**src/rtl/core/tsfd_pkg.sv**
```systemverilog
// Shared types and constants for the tyre sensor frame decoder.
// No dependencies; compile first.
package tsfd_pkg;

  localparam int unsigned BYTE_W    = 8;
  localparam int unsigned CHAN_W    = 9;
  localparam int unsigned VALUE_W   = 29;
  localparam int unsigned CFG_IDX_W = 2;

  localparam logic [BYTE_W-1:0] PREAMBLE_BYTE = 8'hAA;

  localparam logic [11:0] PRESSURE_SCALE = 12'd2970;
  localparam logic signed [9:0] TEMP_OFFSET = 10'sd50;
  localparam logic signed [19:0] TEMP_SCALE = 20'sd1000;
  // floor(b * 184 / 10) == (b * 184 * 52429) >> 19 for every 8-bit b
  localparam logic [31:0] BATT_RECIP = 32'd9646936;
  localparam int unsigned BATT_SHIFT = 19;
  localparam logic [13:0] BATT_OFFSET = 14'd1730;

  localparam logic [BYTE_W-1:0] BAD_RX_CHANNEL   = 8'd4;
  localparam logic [BYTE_W-1:0] BAD_CALC_CHANNEL = 8'd5;

  // configuration register indexes
  localparam logic [CFG_IDX_W-1:0] CFG_PRESSURE_BASE = 2'd0;
  localparam logic [CFG_IDX_W-1:0] CFG_TEMP_BASE     = 2'd1;
  localparam logic [CFG_IDX_W-1:0] CFG_BATT_BASE     = 2'd2;

  localparam logic [BYTE_W-1:0] PRESSURE_BASE_RST = 8'd0;
  localparam logic [BYTE_W-1:0] TEMP_BASE_RST     = 8'd1;
  localparam logic [BYTE_W-1:0] BATT_BASE_RST     = 8'd2;

  // frame queue between front and back
  localparam int unsigned QUEUE_DEPTH = 2;
  localparam int unsigned QPTR_W      = $clog2(QUEUE_DEPTH);
  localparam int unsigned QCNT_W      = $clog2(QUEUE_DEPTH + 1);

  // message steps inside one frame
  localparam logic [1:0] STEP_FIRST  = 2'd0;
  localparam logic [1:0] STEP_SECOND = 2'd1;
  localparam logic [1:0] STEP_THIRD  = 2'd2;

  typedef struct packed {
    logic [BYTE_W-1:0]   tyre;
    logic [2*BYTE_W-1:0] pressure;
    logic [BYTE_W-1:0]   temp;
    logic [BYTE_W-1:0]   batt;
    logic [BYTE_W-1:0]   rx_sum;
    logic [BYTE_W-1:0]   calc_sum;
    logic                ok;
  } frame_t;

  typedef struct packed {
    logic [BYTE_W-1:0] pressure_base;
    logic [BYTE_W-1:0] temp_base;
    logic [BYTE_W-1:0] batt_base;
  } cfg_t;

  typedef enum logic [6:0] {
    S_IDLE = 7'b0000001,
    S_TYRE = 7'b0000010,
    S_PLO  = 7'b0000100,
    S_PHI  = 7'b0001000,
    S_TEMP = 7'b0010000,
    S_BATT = 7'b0100000,
    S_CSUM = 7'b1000000
  } frame_state_t;

endpackage

```
**src/rtl/core/tsfd_in_if.sv**
```systemverilog
// Byte input channel: valid/ready handshake carrying one received byte.
// Depends on tsfd_pkg.
interface tsfd_in_if;
  logic                      valid;
  logic                      ready;
  logic [tsfd_pkg::BYTE_W-1:0] rx_byte;

  modport source (output valid, output rx_byte, input ready);
  modport sink   (input valid, input rx_byte, output ready);
endinterface

```
**src/rtl/core/tsfd_out_if.sv**
```systemverilog
// Message output channel: valid/ready handshake carrying one telemetry message.
// Depends on tsfd_pkg.
interface tsfd_out_if;
  logic                                valid;
  logic                                ready;
  logic [tsfd_pkg::CHAN_W-1:0]         channel;
  logic signed [tsfd_pkg::VALUE_W-1:0] value;
  logic                                frame_ok;
  logic                                last;

  modport source (output valid, output channel, output value, output frame_ok,
                  output last, input ready);
  modport sink   (input valid, input channel, input value, input frame_ok,
                  input last, output ready);
endinterface

```
**src/rtl/core/tsfd_front.sv**
```systemverilog
// Front end: hunts for the preamble, collects frame bytes, pushes whole frames.
// Depends on tsfd_pkg.
module tsfd_front (
  input  logic                          clk,
  input  logic                          rst_n,
  input  logic                          byte_valid,
  output logic                          byte_ready,
  input  logic [tsfd_pkg::BYTE_W-1:0]   rx_byte,
  output logic                          push_valid,
  input  logic                          push_ready,
  output tsfd_pkg::frame_t              push_frame
);
  import tsfd_pkg::*;

  frame_state_t      state_r, state_nxt;
  logic [BYTE_W-1:0] tyre_r, plo_r, phi_r, temp_r, batt_r, sum_r;
  logic              acc;

  assign byte_ready = push_ready;
  assign acc        = byte_valid && byte_ready;
  assign push_valid = acc && (state_r == S_CSUM);

  assign push_frame.tyre     = tyre_r;
  assign push_frame.pressure = {phi_r, plo_r};
  assign push_frame.temp     = temp_r;
  assign push_frame.batt     = batt_r;
  assign push_frame.rx_sum   = rx_byte;
  assign push_frame.calc_sum = sum_r;
  assign push_frame.ok       = (rx_byte == sum_r);

  always_comb begin
    state_nxt = state_r;
    unique case (state_r)
      S_IDLE: state_nxt = (rx_byte == PREAMBLE_BYTE) ? S_TYRE : S_IDLE;
      S_TYRE: state_nxt = S_PLO;
      S_PLO:  state_nxt = S_PHI;
      S_PHI:  state_nxt = S_TEMP;
      S_TEMP: state_nxt = S_BATT;
      S_BATT: state_nxt = S_CSUM;
      S_CSUM: state_nxt = S_IDLE;
      default: state_nxt = S_IDLE;
    endcase
  end

  always_ff @(posedge clk) begin
    if (!rst_n) begin
      state_r <= S_IDLE;
    end else if (acc) begin
      state_r <= state_nxt;
    end
  end

  // frame bytes; the running sum restarts on the tyre byte
  always_ff @(posedge clk) begin
    if (acc) begin
      unique case (state_r)
        S_TYRE: begin
          tyre_r <= rx_byte;
          sum_r  <= rx_byte;
        end
        S_PLO: begin
          plo_r <= rx_byte;
          sum_r <= sum_r + rx_byte;
        end
        S_PHI: begin
          phi_r <= rx_byte;
          sum_r <= sum_r + rx_byte;
        end
        S_TEMP: begin
          temp_r <= rx_byte;
          sum_r  <= sum_r + rx_byte;
        end
        S_BATT: begin
          batt_r <= rx_byte;
          sum_r  <= sum_r + rx_byte;
        end
        default: begin
        end
      endcase
    end
  end

endmodule

```
**src/rtl/core/tsfd_queue.sv**
```systemverilog
// Two-entry frame queue decoupling the front end from the message back end.
// Depends on tsfd_pkg.
module tsfd_queue (
  input  logic             clk,
  input  logic             rst_n,
  input  logic             push_valid,
  output logic             push_ready,
  input  tsfd_pkg::frame_t push_frame,
  output logic             pop_valid,
  input  logic             pop,
  output tsfd_pkg::frame_t head
);
  import tsfd_pkg::*;

  frame_t             mem_r [QUEUE_DEPTH];
  logic [QPTR_W-1:0]  wr_ptr_r, rd_ptr_r;
  logic [QCNT_W-1:0]  count_r;
  logic               do_push, do_pop;

  assign push_ready = (count_r != QCNT_W'(QUEUE_DEPTH));
  assign pop_valid  = (count_r != '0);
  assign head       = mem_r[rd_ptr_r];
  assign do_push    = push_valid && push_ready;
  assign do_pop     = pop && pop_valid;

  always_ff @(posedge clk) begin
    if (do_push) begin
      mem_r[wr_ptr_r] <= push_frame;
    end
  end

  always_ff @(posedge clk) begin
    if (!rst_n) begin
      wr_ptr_r <= '0;
      rd_ptr_r <= '0;
      count_r  <= '0;
    end else begin
      if (do_push) begin
        wr_ptr_r <= (wr_ptr_r == QPTR_W'(QUEUE_DEPTH - 1)) ? '0 : wr_ptr_r + 1'b1;
      end
      if (do_pop) begin
        rd_ptr_r <= (rd_ptr_r == QPTR_W'(QUEUE_DEPTH - 1)) ? '0 : rd_ptr_r + 1'b1;
      end
      if (do_push && !do_pop) begin
        count_r <= count_r + 1'b1;
      end else if (do_pop && !do_push) begin
        count_r <= count_r - 1'b1;
      end
    end
  end

endmodule

```
**src/rtl/core/tsfd_back.sv**
```systemverilog
// Back end: walks one queued frame, scales each reading, registers one message a cycle unless stalled.
// Depends on tsfd_pkg.
module tsfd_back (
  input  logic                                clk,
  input  logic                                rst_n,
  input  tsfd_pkg::cfg_t                      cfg,
  input  logic                                head_valid,
  input  tsfd_pkg::frame_t                    head,
  output logic                                pop,
  output logic                                out_valid,
  input  logic                                out_ready,
  output logic [tsfd_pkg::CHAN_W-1:0]         out_channel,
  output logic signed [tsfd_pkg::VALUE_W-1:0] out_value,
  output logic                                out_frame_ok,
  output logic                                out_last
);
  import tsfd_pkg::*;

  logic [1:0]                step_r, step_nxt;
  logic                      out_valid_r;
  logic [CHAN_W-1:0]         channel_r, channel_nxt;
  logic signed [VALUE_W-1:0] value_r, value_nxt;
  logic                      frame_ok_r, last_r, last_nxt;
  logic                      load;
  logic [BYTE_W-1:0]         base;
  logic [27:0]               pres_prod;
  logic signed [9:0]         temp_off;
  logic signed [19:0]        temp_prod;
  logic [31:0]               batt_prod;
  logic [13:0]               batt_val;

  assign load = head_valid && (!out_valid_r || out_ready);

  // final message: third for a good frame, second for a mismatch report
  assign last_nxt = head.ok ? (step_r == STEP_THIRD) : (step_r == STEP_SECOND);
  assign step_nxt = last_nxt ? STEP_FIRST : step_r + 1'b1;
  assign pop      = load && last_nxt;

  assign pres_prod = 28'(head.pressure) * 28'(PRESSURE_SCALE);
  assign temp_off  = $signed({2'b00, head.temp}) - TEMP_OFFSET;
  assign temp_prod = 20'(temp_off) * TEMP_SCALE;
  assign batt_prod = 32'(head.batt) * BATT_RECIP;
  assign batt_val  = 14'(batt_prod >> BATT_SHIFT) + BATT_OFFSET;

  always_comb begin
    base      = BAD_RX_CHANNEL;
    value_nxt = VALUE_W'($signed({1'b0, head.rx_sum}));
    if (head.ok) begin
      case (step_r)
        STEP_FIRST: begin
          base      = cfg.pressure_base;
          value_nxt = VALUE_W'($signed({1'b0, pres_prod}));
        end
        STEP_SECOND: begin
          base      = cfg.temp_base;
          value_nxt = VALUE_W'(temp_prod);
        end
        default: begin
          base      = cfg.batt_base;
          value_nxt = VALUE_W'($signed({1'b0, batt_val}));
        end
      endcase
    end else if (step_r != STEP_FIRST) begin
      base      = BAD_CALC_CHANNEL;
      value_nxt = VALUE_W'($signed({1'b0, head.calc_sum}));
    end
    channel_nxt = {1'b0, head.tyre} + {1'b0, base};
  end

  always_ff @(posedge clk) begin
    if (!rst_n) begin
      step_r      <= STEP_FIRST;
      out_valid_r <= 1'b0;
    end else begin
      if (load) begin
        step_r <= step_nxt;
      end
      if (load) begin
        out_valid_r <= 1'b1;
      end else if (out_ready) begin
        out_valid_r <= 1'b0;
      end
    end
  end

  always_ff @(posedge clk) begin
    if (load) begin
      channel_r  <= channel_nxt;
      value_r    <= value_nxt;
      frame_ok_r <= head.ok;
      last_r     <= last_nxt;
    end
  end

  assign out_valid    = out_valid_r;
  assign out_channel  = channel_r;
  assign out_value    = value_r;
  assign out_frame_ok = frame_ok_r;
  assign out_last     = last_r;

`ifndef SYNTHESIS
  a_step_range: assert property (@(posedge clk) disable iff (!rst_n)
    step_r != 2'd3)
    else $error("message step out of range");

  a_mismatch_two_steps: assert property (@(posedge clk) disable iff (!rst_n)
    (head_valid && !head.ok) |-> (step_r == STEP_FIRST || step_r == STEP_SECOND))
    else $error("mismatch report ran past two messages");

  a_pop_marks_last: assert property (@(posedge clk) disable iff (!rst_n)
    pop |=> (out_valid_r && last_r))
    else $error("frame released without a last message");

  a_step_restarts: assert property (@(posedge clk) disable iff (!rst_n)
    pop |=> (step_r == STEP_FIRST))
    else $error("step counter not restarted after frame");
`endif

endmodule

```
**src/rtl/core/tyre_sensor_frame_decoder.sv**
```systemverilog
// Top level of the tyre sensor frame decoder: config registers, front, queue, back.
// Depends on tsfd_pkg, tsfd_in_if, tsfd_out_if, tsfd_front, tsfd_queue, tsfd_back.
//
//   Port group  | Dir | Handshake        | Payload
//   ------------+-----+------------------+------------------------------------
//   in_chan     | in  | valid / ready    | rx_byte[7:0]
//   out_chan    | out | valid / ready    | channel[8:0], value[28:0] signed,
//               |     |                  | frame_ok, last
//   cfg_*       | in  | cfg_we           | cfg_index[1:0], cfg_wdata[7:0]
//
// One byte is taken per cycle; a byte that closes a frame is queued and the
// back end then releases one message per cycle (three for a good frame, two
// for a checksum mismatch), so the message register sets the rate.
// The first message is registered once the closing byte's frame has been queued and reaches the queue head.
// in_chan stalls only when both queue entries hold frames not yet released;
// out_chan stalls hold the message register and the queue head.
// Reset (rst_n low, synchronous) returns to preamble hunt, empties the queue
// and loads the channel bases 0, 1 and 2.
module tyre_sensor_frame_decoder (
  input  logic                             clk,
  input  logic                             rst_n,
  tsfd_in_if.sink                          in_chan,
  tsfd_out_if.source                       out_chan,
  input  logic                             cfg_we,
  input  logic [tsfd_pkg::CFG_IDX_W-1:0]   cfg_index,
  input  logic [tsfd_pkg::BYTE_W-1:0]      cfg_wdata
);
  import tsfd_pkg::*;

  logic [BYTE_W-1:0] pressure_base_r, temp_base_r, batt_base_r;
  cfg_t              cfg;

  logic              push_valid, push_ready;
  frame_t            push_frame;
  logic              head_valid, pop;
  frame_t            head;

  // Channel base registers; writes to an unused index drop silently.
  always_ff @(posedge clk) begin
    if (!rst_n) begin
      pressure_base_r <= PRESSURE_BASE_RST;
      temp_base_r     <= TEMP_BASE_RST;
      batt_base_r     <= BATT_BASE_RST;
    end else if (cfg_we) begin
      unique case (cfg_index)
        CFG_PRESSURE_BASE: pressure_base_r <= cfg_wdata;
        CFG_TEMP_BASE:     temp_base_r     <= cfg_wdata;
        CFG_BATT_BASE:     batt_base_r     <= cfg_wdata;
        default: begin
        end
      endcase
    end
  end

  assign cfg.pressure_base = pressure_base_r;
  assign cfg.temp_base     = temp_base_r;
  assign cfg.batt_base     = batt_base_r;

  // Front: frame the byte stream, push each completed frame.
  tsfd_front u_front (
    .clk        (clk),
    .rst_n      (rst_n),
    .byte_valid (in_chan.valid),
    .byte_ready (in_chan.ready),
    .rx_byte    (in_chan.rx_byte),
    .push_valid (push_valid),
    .push_ready (push_ready),
    .push_frame (push_frame)
  );

  // Queue: absorb a frame while the back end is still draining the previous one.
  tsfd_queue u_queue (
    .clk        (clk),
    .rst_n      (rst_n),
    .push_valid (push_valid),
    .push_ready (push_ready),
    .push_frame (push_frame),
    .pop_valid  (head_valid),
    .pop        (pop),
    .head       (head)
  );

  // Back: scale readings and advance one message per accepted output slot.
  tsfd_back u_back (
    .clk          (clk),
    .rst_n        (rst_n),
    .cfg          (cfg),
    .head_valid   (head_valid),
    .head         (head),
    .pop          (pop),
    .out_valid    (out_chan.valid),
    .out_ready    (out_chan.ready),
    .out_channel  (out_chan.channel),
    .out_value    (out_chan.value),
    .out_frame_ok (out_chan.frame_ok),
    .out_last     (out_chan.last)
  );

endmodule
```
**src/flat_wrapper.sv**
```systemverilog
// flat-port wrapper written by rule: the top's interface ports become plain ports
module tyre_sensor_frame_decoder_flat import tsfd_pkg::*;
  (clk, rst_n, cfg_we, cfg_index, cfg_wdata, in_chan_valid, in_chan_rx_byte, in_chan_ready, out_chan_valid, out_chan_channel, out_chan_value, out_chan_frame_ok, out_chan_last, out_chan_ready);
  tsfd_in_if in_chan_i ();
  tsfd_out_if out_chan_i ();
  input  logic clk;
  input  logic rst_n;
  input  logic cfg_we;
  input  logic [tsfd_pkg::CFG_IDX_W-1:0] cfg_index;
  input  logic [tsfd_pkg::BYTE_W-1:0] cfg_wdata;
  input wire logic [$bits(in_chan_i.valid)-1:0] in_chan_valid;
  input wire logic [$bits(in_chan_i.rx_byte)-1:0] in_chan_rx_byte;
  output wire logic [$bits(in_chan_i.ready)-1:0] in_chan_ready;
  output wire logic [$bits(out_chan_i.valid)-1:0] out_chan_valid;
  output wire logic [$bits(out_chan_i.channel)-1:0] out_chan_channel;
  output wire logic [$bits(out_chan_i.value)-1:0] out_chan_value;
  output wire logic [$bits(out_chan_i.frame_ok)-1:0] out_chan_frame_ok;
  output wire logic [$bits(out_chan_i.last)-1:0] out_chan_last;
  input wire logic [$bits(out_chan_i.ready)-1:0] out_chan_ready;
  assign in_chan_i.valid = in_chan_valid;
  assign in_chan_i.rx_byte = in_chan_rx_byte;
  assign in_chan_ready = in_chan_i.ready;
  assign out_chan_valid = out_chan_i.valid;
  assign out_chan_channel = out_chan_i.channel;
  assign out_chan_value = out_chan_i.value;
  assign out_chan_frame_ok = out_chan_i.frame_ok;
  assign out_chan_last = out_chan_i.last;
  assign out_chan_i.ready = out_chan_ready;
  tyre_sensor_frame_decoder u_core (.clk(clk), .rst_n(rst_n), .in_chan(in_chan_i), .out_chan(out_chan_i), .cfg_we(cfg_we), .cfg_index(cfg_index), .cfg_wdata(cfg_wdata));
endmodule
```
**config.mk**
```make
export PLATFORM = sky130hd
export DESIGN_NAME = tyre_sensor_frame_decoder_flat
export DESIGN_NICKNAME = d
export VERILOG_FILES = /design/src/rtl/core/tsfd_pkg.sv /design/src/rtl/core/tsfd_in_if.sv /design/src/rtl/core/tsfd_out_if.sv /design/src/rtl/core/tsfd_front.sv /design/src/rtl/core/tsfd_queue.sv /design/src/rtl/core/tsfd_back.sv /design/src/rtl/core/tyre_sensor_frame_decoder.sv /design/src/flat_wrapper.sv
export SDC_FILE = /design/constraint.sdc
export NUM_CORES = 1
export LEC_CHECK = 0
export BUFFER_PORTS_ARGS = -buffer_cell sky130_fd_sc_hd__buf_2
export CORE_AREA = 3 3 179 181
export DETAILED_ROUTE_END_ITERATION = 10
export DIE_AREA = 0 0 182 184
export GPL_TIMING_DRIVEN = 0
export PLACE_DENSITY = 0.83
export RECOVER_POWER = 25
export SYNTH_ARGS = -nofsm -noshare
export SYNTH_HDL_FRONTEND = slang
export SYNTH_SLANG_ARGS = --single-unit
```
**constraint.sdc**
```tcl
create_clock -name clk -period 6.33 [get_ports clk]
set_clock_uncertainty 0.15 [all_clocks]
set_input_delay 1.266 -clock clk [delete_from_list [all_inputs] [get_ports clk]]
set_output_delay 1.266 -clock clk [all_outputs]
set_load 0.03 [all_outputs]
```
==> results.yml <==
synthesis:
  yosysUniqueCellTypes: 79
  async_reset_ff_share_pct: 0
  synth_cells: 1522
  ys_warn_count: 0
  synth_seq_cells: 241
  syn_nets: 1893
  synth-main-ff-cell: "edfxtp_1"
  synth_edf_count: 202
  yosysSeqAreaShare_pct: 38.8
  syn-cell-area_um2: 17700
  syn_area_per_cell_um2: 11.6
clock_network:
  cts-root-buf: "clkbuf_16"
  clockBufferDepth: 3
  clock_latency_ns: 0.54
  cts.clk_slew.worst_paths_ns: 0.07
  cts_tree: "built"
  clkSinkCount: 241
  cts_buffers: 23
  h-tree-depth: 1
sta:
  maxSlewViolCount: 0
  tightest_slew_ns: 0.978
  finalSetupViolCount: 1
  period_share_pct: 102
  setup_ws_ns: -0.100
  max_freq_mhz: 156
  fin_crit_ns: 6.43
  hold_viol: 0
  relSlewSlack_pct: 34.1
final_layout:
  num_antenna_cells: 0
  final_util_pct: 67.7
  syn_to_final_growth_pct: 17.2
  fin_cells: 2091
  final_area_um2: 20700
  drive_above_1_share_pct: 19.4
  fillCellCount: 1971
  nets: 2050
floorplan:
  boundaryPins: 65
  start_util_pct: 57.8
  fp-row-count: 64
  core-area_um2: 30600
  die_area_um2: 33500
  fp.dieW_um: 182
  dieHeight_um: 184
placed_design:
  port_buffers: 63
  gp_congestion: 0.918
  place_area_um2: 18600
  dp_cells: 1986
  dp_hpwl_um: 30200
critical_path:
  cp.arrival_ns: 6.55
  cp_slowest_stage_delay_ns: 0.59
  endpoint_kind: "register"
  crit_chain: "buf_12 > buf_12 > clkbuf_16 > mux2_4 > ha_4 > inv_1 > fa_1 > inv_1 > fa_1 > inv_1 > fa_1 > fa_1 > inv_1 > ha_4 > a21o_1 > a21o_1 > a21oi_4 > o21a_1 > a41oi_4 > a221oi_4 > o211ai_1 > a21oi_1 > xor2_1 > o21ai_1"
  worstSetupPathType: "register to register"
  required_ns: 6.45
  path_delay_family: "adder cells"
  start_kind: "register"
  worst_path_max_delay_cell: "fa_1"
  path_buf_inv: 7
  critPathMaxFanout: 8
routing:
  via_count: 12700
  drcViolationCount: 0
  drt_first_pass_iters: 6
  drt_iter0_markers: 1358
  wl_per_cell_um: 21.9
  ant_nets: 0
  vias_per_cell: 6.07
  wirelength_um: 45800
global_route:
  antenna_found_initial: 0
  grt_max_degree: 37
  gr-total-overflow: 0
  grt_pass1_vias: 12700
  track_usage_pct: 24.7
  grt_first_pass_wirelength_um: 65700
job:
  drv_cap: 0
run_status:
  violations: "setup timing"
  status: "complete, but fails checks"
power:
  power.total_mw: 3.20
  p_per_area_nw_per_um2: 154
  peakVddDrop_mv: 0.244
  p_leak_nw: 9.06
worst_hold_path:
  hp-class: "register to register"
-- cell usage after synthesis (all sizes together), types with 4 or more instances --
master / instances / area share [%]
a211o: 4 / 0.20
a211oi: 4 / 0.20
a21o: 25 / 1.1
a21oi: 74 / 2.1
a221oi: 7 / 0.35
a22oi: 12 / 0.51
a31oi: 9 / 0.40
and2: 7 / 0.25
and3: 4 / 0.15
buf: 9 / 0.30
clkbuf: 25 / 0.58
dfxtp: 39 / 4.4
edfxtp: 202 / 34
fa: 117 / 13
ha: 231 / 16
inv: 257 / 5.5
mux2: 35 / 2.2
mux2i: 36 / 2.0
mux4: 8 / 1.0
nand2: 56 / 1.2
nand2b: 9 / 0.32
nand3: 18 / 0.51
nand3b: 6 / 0.25
nand4: 5 / 0.18
nor2: 53 / 1.1
nor2b: 38 / 1.3
nor3: 16 / 0.45
nor3b: 5 / 0.21
nor4: 5 / 0.18
o211ai: 6 / 0.25
o21a: 9 / 0.38
o21ai: 52 / 1.5
o21bai: 8 / 0.34
o22ai: 5 / 0.18
or2: 5 / 0.18
or3: 6 / 0.21
xnor2: 46 / 2.3
xor2: 33 / 1.7
-- routing by layer --
metal,track usage [%],up-vias,part of all wire [%]
met5,0,-,0
li1,-,5604,-
met2,42.9,665,50
met1,31.5,6261,38
met4,9.63,0,4.6
met3,3.38,160,8.3
-- cells in the final DEF, fill, tap and decap left out, drive strengths merged, types with 6 or more instances in the layout --
| cell | instances |
|---|---|
| a21o | 25 |
| ha | 231 |
| nand2b | 9 |
| nor2b | 38 |
| nand3b | 6 |
| xor2 | 33 |
| nor2 | 53 |
| a22oi | 12 |
| xnor2 | 46 |
| or3 | 6 |
| mux4 | 8 |
| nand3 | 19 |
| a21oi | 74 |
| dfxtp | 39 |
| nor3 | 16 |
| mux2 | 35 |
| o21bai | 8 |
| o21a | 9 |
| o211ai | 6 |
| fa | 117 |
| o21ai | 52 |
| mux2i | 36 |
| inv | 259 |
| a31oi | 9 |
| edfxtp | 202 |
| nand2 | 56 |
| a221oi | 7 |
| clkinv | 8 |
| and2 | 7 |
| buf | 136 |
| clkbuf | 55 |
-- registers in the layout, summed over array words and instances (netlist names), 7 cells and up, named ones only --
| register | count |
|---|---|
| u_core.u_back.out_channel | 9 |
| u_core.u_front.sum_r | 8 |
| u_core.u_front.plo_r | 8 |
| u_core.u_front.tyre_r | 8 |
| u_core.u_front.state_r | 7 |
| u_core.u_back.out_value | 29 |
| u_core.u_front.batt_r | 8 |
| u_core.temp_base_r | 8 |
| u_core.batt_base_r | 8 |
| u_core.pressure_base_r | 8 |
| u_core.u_queue.mem_r | 114 |
| u_core.u_front.temp_r | 8 |
| u_core.u_front.phi_r | 8 |
-- logic make-up after synthesis --
| kind of cell | count (synthesis) | share of synthesized area [%] |
|---|---|---|
| XOR/XNOR | 79 | 4.00 |
| multiplexers | 79 | 5.29 |
| flip-flops | 241 | 38.8 |
| buffers and inverters | 291 | 6.35 |
| adder cells (fa/ha/maj) | 349 | 29.7 |
| AND/OR/NAND/NOR | 241 | 7.04 |
| other | 1 | 0.0212 |
| AO/OA/AOI/OAI | 241 | 8.87 |
-- what timing repair did --
item                                    4_1_cts  5_1_grt
hold endpoints to repair                      0        0
pin swaps                                    13       36
hold buffers                                  0        0
cloned                                        0        4
gates resized for setup                      82       70
endpoints found under the setup margin       28       22
setup buffers                                24       37
-- power breakdown --
group / switching, mW / leakage, nW / total, mW / internal [mW]
Clock: 0.615 / 0.373 / 1.41 / 0.800
Sequential: 0.00343 / 2.14 / 1.71 / 1.71
Combinational: 0.0460 / 6.54 / 0.0722 / 0.0262
-- layout make-up --
class	instances	area, um2	area share (%)
buffer	33	244	1.18
clock buffer	26	587	2.83
clock inverter	15	176	0.852
inverter	257	965	4.66
multi-input combinational	991	10500	50.5
sequential	241	6850	33.1
tap	396	495	2.39
timing repair buffer	132	920	4.44
-- path summary, 6_finish.rpt --
path | cells after the start | start | slack (ns) | end
max | 24 | register | -0.10 | u_core.u_back.out_value[26]$_SDFFCE_PN0P_
min | 0 | u_core.u_front.phi_r[3]$_DFFE_PP_ | 0.30 | u_core.u_queue.mem_r[0][44]$_DFFE_PP_
max reg2reg | 24 | register | -0.10 | u_core.u_back.out_value[26]$_SDFFCE_PN0P_
min reg2reg | 0 | u_core.u_front.phi_r[3]$_DFFE_PP_ | 0.30 | u_core.u_queue.mem_r[0][44]$_DFFE_PP_
-- metrics by stage --
step                      worst slack [ns]  setup TNS, ns  hold slack (ns)
final                               -0.100         -0.100            0.298
after global routing                -0.178         -0.858            0.299
after CTS                           0.0105              0            0.295
after detailed placement             -1.22         -24.08            0.283
after global placement               -1.15         -32.92            0.272
after floorplan                     0.0176              0            0.271
Power figures use the tool's default switching activity.
